## config.mk

```make
export PLATFORM = sky130hd
export DESIGN_NAME = m4i_div
export DESIGN_NICKNAME = d
export VERILOG_FILES = /design/src/hdl/m4i_pkg.sv /design/src/hdl/m4i_div.sv
export SDC_FILE = /design/constraint.sdc
export NUM_CORES = 1
export LEC_CHECK = 0
export BUFFER_PORTS_ARGS = -buffer_cell sky130_fd_sc_hd__buf_2
export CAP_MARGIN = 10
export CORE_UTILIZATION = 40
export CTS_CLUSTER_DIAMETER = 60
export DETAILED_ROUTE_END_ITERATION = 10
export GPL_ROUTABILITY_DRIVEN = 0
export MAX_ROUTING_LAYER = met4
export SLEW_MARGIN = 10
export SYNTH_ARGS = -nofsm -noshare
export SYNTH_HDL_FRONTEND = slang
export SYNTH_SLANG_ARGS = --single-unit
```

## constraint.sdc

```tcl
create_clock -name clk -period 35.8 [get_ports clk]
set_input_delay 3.58 -clock clk [delete_from_list [all_inputs] [get_ports clk]]
set_output_delay 3.58 -clock clk [all_outputs]
set_load 0.01 [all_outputs]
```

## src/hdl/m4i_pkg.sv

```systemverilog
// m4i_pkg: shared types, widths and helper functions of the 4x4 matrix inverse unit
// no dependencies; used by m4i_mul, m4i_div and matrix4x4_inverse_unit
`default_nettype none
package m4i_pkg;

  localparam int FRAC_BITS  = 16;
  localparam int ELEM_WIDTH = 32;
  localparam int CELLS      = 16;
  localparam int IDX_W      = 4;
  localparam int COF_W      = 64;
  localparam int LIMB_W     = 32;
  // magnitude of one 64 x ELEM_WIDTH product
  localparam int PROD_W     = COF_W + ELEM_WIDTH;
  // signed sum of six shifted triple products
  localparam int ACC_W      = PROD_W + 1 - FRAC_BITS + 3;
  // signed sum of four determinant products
  localparam int DET_W      = PROD_W + 3;
  // adjugate magnitude shifted up by twice the fraction
  localparam int NUM_W      = COF_W + 2 * FRAC_BITS;
  localparam int WIDE_W     = 128;
  localparam int TERMS      = 6;

  typedef struct packed {
    logic [IDX_W-1:0]             element_index;
    logic signed [ELEM_WIDTH-1:0] element_value;
    logic                         last_element;
  } elem_item_t;

  typedef struct packed {
    logic [IDX_W-1:0]             result_index;
    logic signed [ELEM_WIDTH-1:0] result_value;
    logic                         singular;
    logic                         saturated;
    logic                         last_result;
  } res_item_t;

  typedef struct packed {
    logic                    clip;
    logic signed [COF_W-1:0] val;
  } sat64_t;

  // clip a wide signed value into 64 bits
  function automatic sat64_t sat64(input logic signed [WIDE_W-1:0] x);
    sat64_t r;
    if (x[WIDE_W-1:COF_W-1] == {(WIDE_W-COF_W+1){1'b0}} ||
        x[WIDE_W-1:COF_W-1] == {(WIDE_W-COF_W+1){1'b1}}) begin
      r.clip = 1'b0;
      r.val  = x[COF_W-1:0];
    end else begin
      r.clip = 1'b1;
      r.val  = x[WIDE_W-1] ? {1'b1, {(COF_W-1){1'b0}}} : {1'b0, {(COF_W-1){1'b1}}};
    end
    return r;
  endfunction

  // matrix index of factor pos of triple term for the cofactor at (row, col)
  function automatic logic [IDX_W-1:0] elem_index(input logic [1:0] row, input logic [1:0] col,
                                                  input logic [2:0] term, input logic [1:0] pos);
    logic [1:0] mc;
    logic [1:0] r;
    logic [1:0] c;
    case (term)
      3'd0:    mc = pos;
      3'd1:    mc = (pos == 2'd2) ? 2'd0 : pos + 2'd1;
      3'd2:    mc = (pos == 2'd0) ? 2'd2 : pos - 2'd1;
      3'd3:    mc = 2'd2 - pos;
      3'd4:    mc = (pos == 2'd0) ? 2'd0 : 2'd3 - pos;
      3'd5:    mc = (pos == 2'd2) ? 2'd2 : 2'd1 - pos;
      default: mc = pos;
    endcase
    r = (pos >= row) ? pos + 2'd1 : pos;
    c = (mc >= col) ? mc + 2'd1 : mc;
    return {r, c};
  endfunction

endpackage
`default_nettype wire

```

## src/hdl/m4i_div.sv

```systemverilog
// m4i_div: restoring divider, one quotient bit per cycle
// unsigned NUM_W-bit numerator over DET_W-bit divisor; uses m4i_pkg
`default_nettype none
module m4i_div (
  input  wire logic                       clk,
  input  wire logic                       rst,
  input  wire logic                       start,
  input  wire logic [m4i_pkg::NUM_W-1:0]  num,
  input  wire logic [m4i_pkg::DET_W-1:0]  den,
  output logic                            done,
  output logic [m4i_pkg::NUM_W-1:0]       quot
);

  localparam int CNT_W = $clog2(m4i_pkg::NUM_W);

  logic                        busy;
  logic [CNT_W-1:0]            count;
  logic [m4i_pkg::DET_W-1:0]   rem;
  logic [m4i_pkg::NUM_W-1:0]   nsh;
  logic [m4i_pkg::DET_W:0]     cand;
  logic                        ge;

  assign cand = {rem, nsh[m4i_pkg::NUM_W-1]};
  assign ge   = cand >= {1'b0, den};

  always_ff @(posedge clk) begin
    if (rst) begin
      busy <= 1'b0;
      done <= 1'b0;
    end else begin
      done <= 1'b0;
      if (!busy) begin
        if (start) begin
          busy  <= 1'b1;
          count <= '0;
          rem   <= '0;
          nsh   <= num;
          quot  <= '0;
        end
      end else begin
        rem   <= ge ? m4i_pkg::DET_W'(cand - {1'b0, den}) : cand[m4i_pkg::DET_W-1:0];
        nsh   <= {nsh[m4i_pkg::NUM_W-2:0], 1'b0};
        quot  <= {quot[m4i_pkg::NUM_W-2:0], ge};
        count <= count + 1'b1;
        if (count == CNT_W'(m4i_pkg::NUM_W - 1)) begin
          busy <= 1'b0;
          done <= 1'b1;
        end
      end
    end
  end

endmodule
`default_nettype wire

```

# ---- Word level (Yosys, flattened, before mapping)
# Cells that the tools add are included.
dict set report word_totals {
  out_inout_bits 97
  inputBits 198
  ff_bits 300
  wordCells 29
}
dict set report classes {
  muxes 13
  bitwise_logic 2
  reduce_logical 3
  magnitude_cmp 1
  n_eq_ne 1
  n_addsub 2
}
# operator count
set op_table {}
lappend op_table {{$mux 96} 4}
lappend op_table {{$mux 99} 3}
lappend op_table {{$ge 100x99->1} 1}
lappend op_table {{$sub 99x99->99} 1}
lappend op_table {{$mux 7} 2}
lappend op_table {{$add 7x1->7 const B} 1}
lappend op_table {{$eq 7x7->1 const B} 1}
lappend op_table {{$mux 1} 4}
lappend op_table {{$not 1->1} 2}
lappend op_table {{$reduce_and 2->1} 1}
lappend op_table {{$reduce_bool 2->1} 1}
lappend op_table {{$reduce_or 2->1} 1}

# ---- Logic depth before layout (Yosys ltp)
dict set report logic_depth {
  depth_word 3
  mapped_depth 15
}

# ---- Worst setup path before layout
# OpenSTA, ideal clock, no wires.
dict set report synth_path {
  path_type {input to register}
  startpoint {input port start}
  endpoint {register busy}
  stages 3
  setup_time_ns 0.111
  arrival_time_ns 17.037
  setup_slack_ns 18.652
  cell_sequence {nor2_1 nor2_1 o31a_1}
}
dict set report synth_via {
  elab_chain_len 2
}
# item line
set synth_rtl {}
lappend synth_rtl {{start: declaration} m4i_div.sv:7} ;# input wire logic start,
lappend synth_rtl {{$mux 1} m4i_div.sv:33} ;# if (start) begin
lappend synth_rtl {{$mux 1} m4i_div.sv:32} ;# if (!busy) begin
lappend synth_rtl {{end signal: assignment} m4i_div.sv:28} ;# busy <= 1'b0;
lappend synth_rtl {{end signal: assignment} m4i_div.sv:34} ;# busy <= 1'b1;
lappend synth_rtl {{end signal: assignment} m4i_div.sv:46} ;# busy <= 1'b0;
lappend synth_rtl {{end: declaration} m4i_div.sv:16} ;# logic busy;
# No other way between the ends.
# A chain may end at the register's enable or synchronous reset.

# ---- Worst setup path after layout
dict set report layout_path {
  startpoint {input port den[53] (netlist bit)}
  endpoint {register rem[6] (netlist bit), data pin}
}
dict set report layout_via {
  elab_chain_len 3
}
# item line
set layout_rtl {}
lappend layout_rtl {{start: declaration} m4i_div.sv:9} ;# input wire logic [m4i_pkg::DET_W-1:0] den,
lappend layout_rtl {{$ge 100x99->1} m4i_div.sv:24} ;# assign ge = cand >= {1'b0, den};
lappend layout_rtl {{$mux 99} m4i_div.sv:41} ;# rem <= ge ? m4i_pkg::DET_W'(cand - {1'b0, den}) : cand[m4i_pkg::DET_W-1:0];
lappend layout_rtl {{$mux 99} m4i_div.sv:32}
lappend layout_rtl {{end signal: assignment} m4i_div.sv:41}
lappend layout_rtl {{end: declaration} m4i_div.sv:18} ;# logic [m4i_pkg::DET_W-1:0] rem;
# No other way between the ends.

==> impl_metrics.yaml <==
global_routing:
  first_global_vias: 15800
  grt_max_degree: 144
  antenna_found_initial: 12
  track_usage_pct: 21.9
  grt_pass1_wl_mm: 84.2
  grt_overflow: 0
min_path:
  hold_depth: 1
  worstHoldEndpoint: "nsh[89]"
  hp-start: "nsh[88]"
  holdCritPathClass: "reg -> reg"
clocking:
  cts_tree: "done"
  clkSlewWorstSetupHoldPaths_ns: 0.05
  clk_latency_ns: 0.57
  cts-resized-gates: 0
  post-cts-setup-buffers: 0
  htree_levels: 2
  numCtsBuffers: 40
  cts_root_buffer: "clkbuf_16"
  hold_buffers: 0
  cts.sinks: 300
  cts_buffer_depth: 3
status:
  status: "finished clean"
logic_synthesis:
  ys_warn_count: 0
  synth_area_sq_um: 19500
  synthTopCellsByCount: "edfxtp_1, nand2_1, a21oi_1"
  synthCells: 1980
  ys_seq_area_share_pct: 46.1
  synth.largest_area_cell: "edfxtp_1"
  synth_ff_type: "edfxtp_1"
  avgSynthCellArea_sq_um: 9.84
  yosysMostFrequentCell: "edfxtp_1"
  synth_seq_cells: 300
  syn_nets: 2279
  synth_edf_count: 298
  synthTopCellsByArea: "edfxtp_1, ha_1, mux2_2"
  synth_cell_types: 91
  async_flop_share_pct: 0
  yosysTopAreaCellShare_pct: 45.9
sta:
  whs_ns: 0.542
  worst_slew_pin_slew_ns: 1.07
  fin_crit_ns: 7.11
  finalCritPeriodShare_pct: 19.9
  rsz0062_at_grt: "false"
  final-setup-viol-count: 0
  fmax_mhz: 141
  finClkSkew_ns: 0.0167
  fin_tns_setup_ns: 0
  hold_viol_final: 0
  slew_headroom_pct: 28.5
  maxSlewViolCount: 0
finish:
  nets: 2520
  multi_input_area_sq_um: 9560
  register_area_sq_um: 8990
  area_delta_synth_final_pct: 16.0
  fillers: 4581
  drive_above_1_share_pct: 21.8
worst_setup_path:
  crit_type: "in -> reg"
  required_ns: 36.07
  r2r-start: "rem[54]"
  worstSetupEndpointType: "flip-flop"
  worstPathArrival_ns: 7.38
  cp-start-kind: "primary input"
  reg2regPathDepth: 12
  crit_start: "den[53]"
  r2r-end: "rem[6]"
  reg2reg_setup_slack_ns: 31.43
  critPathMaxFanout: 51
detailed_routing:
  via_per_inst: 5.47
  first_pass_iters: 5
  wl_per_cell_um: 18.5
  ant_nets: 0
  wirelength_mm: 53.4
  drcViolationCount: 0
  vias: 15800
  drt_iter0_drc: 1078
job:
  drv_cap: 0
floorplan:
  die_h_um: 223
  core_sq_um: 47900
  die_w_um: 223
  die_area_sq_um: 49600
  pin_count: 295
  start_util_pct: 40.6
  row_count: 80
pwr:
  vdd_drop_max_mv: 0.0376
  cellLeakagePower_nw: 9.17
  cellPowerDensity_nw_per_um2: 47.3
place:
  dpl.hpwl_mm: 39.3
  io_buffers: 294
metrics by stage:
step	power, mW	cell area [sq um]	util, %	cells	worst slack (ns)
finish	1.07	22600	47.1	2878	28.69
detailed placement	0.703	21400	44.6	2794	28.16
CTS	1.08	22600	47.1	2866	28.76
floorplan	0.640	19500	-	1980	18.65
global route	1.12	22600	47.1	2878	28.49
global placement	0.700	21400	44.6	2794	28.24
kinds of logic after synthesis:
family	synth area share [%]
DFF	46.1
xor gates and xnor gates	3.91
and+or+nand+nor	16.1
buffers and inverters	4.90
AOI/OAI and AO/OA	16.8
adders and majority gates	6.52
muxes	5.66
where the power goes:
group	switching [mW]	internal, mW	total (mW)
clock network	0.162	0.209	0.371
logic	0.164	0.102	0.266
registers	0.0125	0.420	0.433
total	0.338	0.731	1.07
how the worst max path moves through the flow:
stage / to / cells after the start
2_1_floorplan: busy / 3
3_3_place_gp: rem[6] / 14
3_5_place_dp: rem[6] / 14
4_1_cts: rem[6] / 14
5_1_grt: rem[6] / 14
6_report: rem[6] / 14
registers in the layout, indices dropped and copies added, names as in the netlist:
register / flops
rem: 99
nsh: 96
quot: 96
count: 7
busy: 1
done: 1
cells in the final DEF, fill, tap and decap left out, types with 18 or more instances in the layout:
| cell type | n |
|---|---|
| nand2_1 | 253 |
| mux2_2 | 97 |
| and2_1 | 104 |
| o21a_1 | 18 |
| xor2_1 | 37 |
| buf_2 | 294 |
| nor3_1 | 22 |
| nand4_1 | 48 |
| clkbuf_16 | 40 |
| nor2_1 | 127 |
| a21oi_1 | 213 |
| edfxtp_1 | 298 |
| nand3_1 | 27 |
| a21o_1 | 38 |
| xnor2_1 | 50 |
| o21bai_1 | 23 |
| a211oi_1 | 19 |
| o21ai_0 | 86 |
| ha_1 | 100 |
| inv_1 | 130 |
worst max-delay path: stages:
cell and delay (ns):
buf_2 0.08, inv_1 0.04, ha_1 0.40, a21oi_1 0.25, o21ai_1 0.13, a21oi_1 0.26, o21ai_1 0.09, a221o_1 0.33
a221o_1 0.39, a211oi_2 0.34, or2_2 0.57, buf_4 0.58, or3_1 0.20, a21oi_1 0.06
final cells by class:
type | count | area share [%]
Tap cell | 615 | 3.40
Timing Repair Buffer | 302 | 6.83
Multi-Input combinational cell | 1445 | 42.3
Clock inverter | 19 | 0.714
Sequential cell | 300 | 39.8
Inverter | 132 | 2.19
Antenna cell | 12 | 0.133
Clock buffer | 53 | 4.64
per-layer routing:
layer | track usage (%) | part of all wire, % | up-vias
met2 | 34.3 | 46 | 525
met1 | 27.6 | 43 | 7458
met3 | 5.18 | 7.8 | 101
met4 | 7.81 | 3.1 | 0
met5 | - | 0 | -
li1 | - | - | 7667
(Power assumes the default switching activity.)
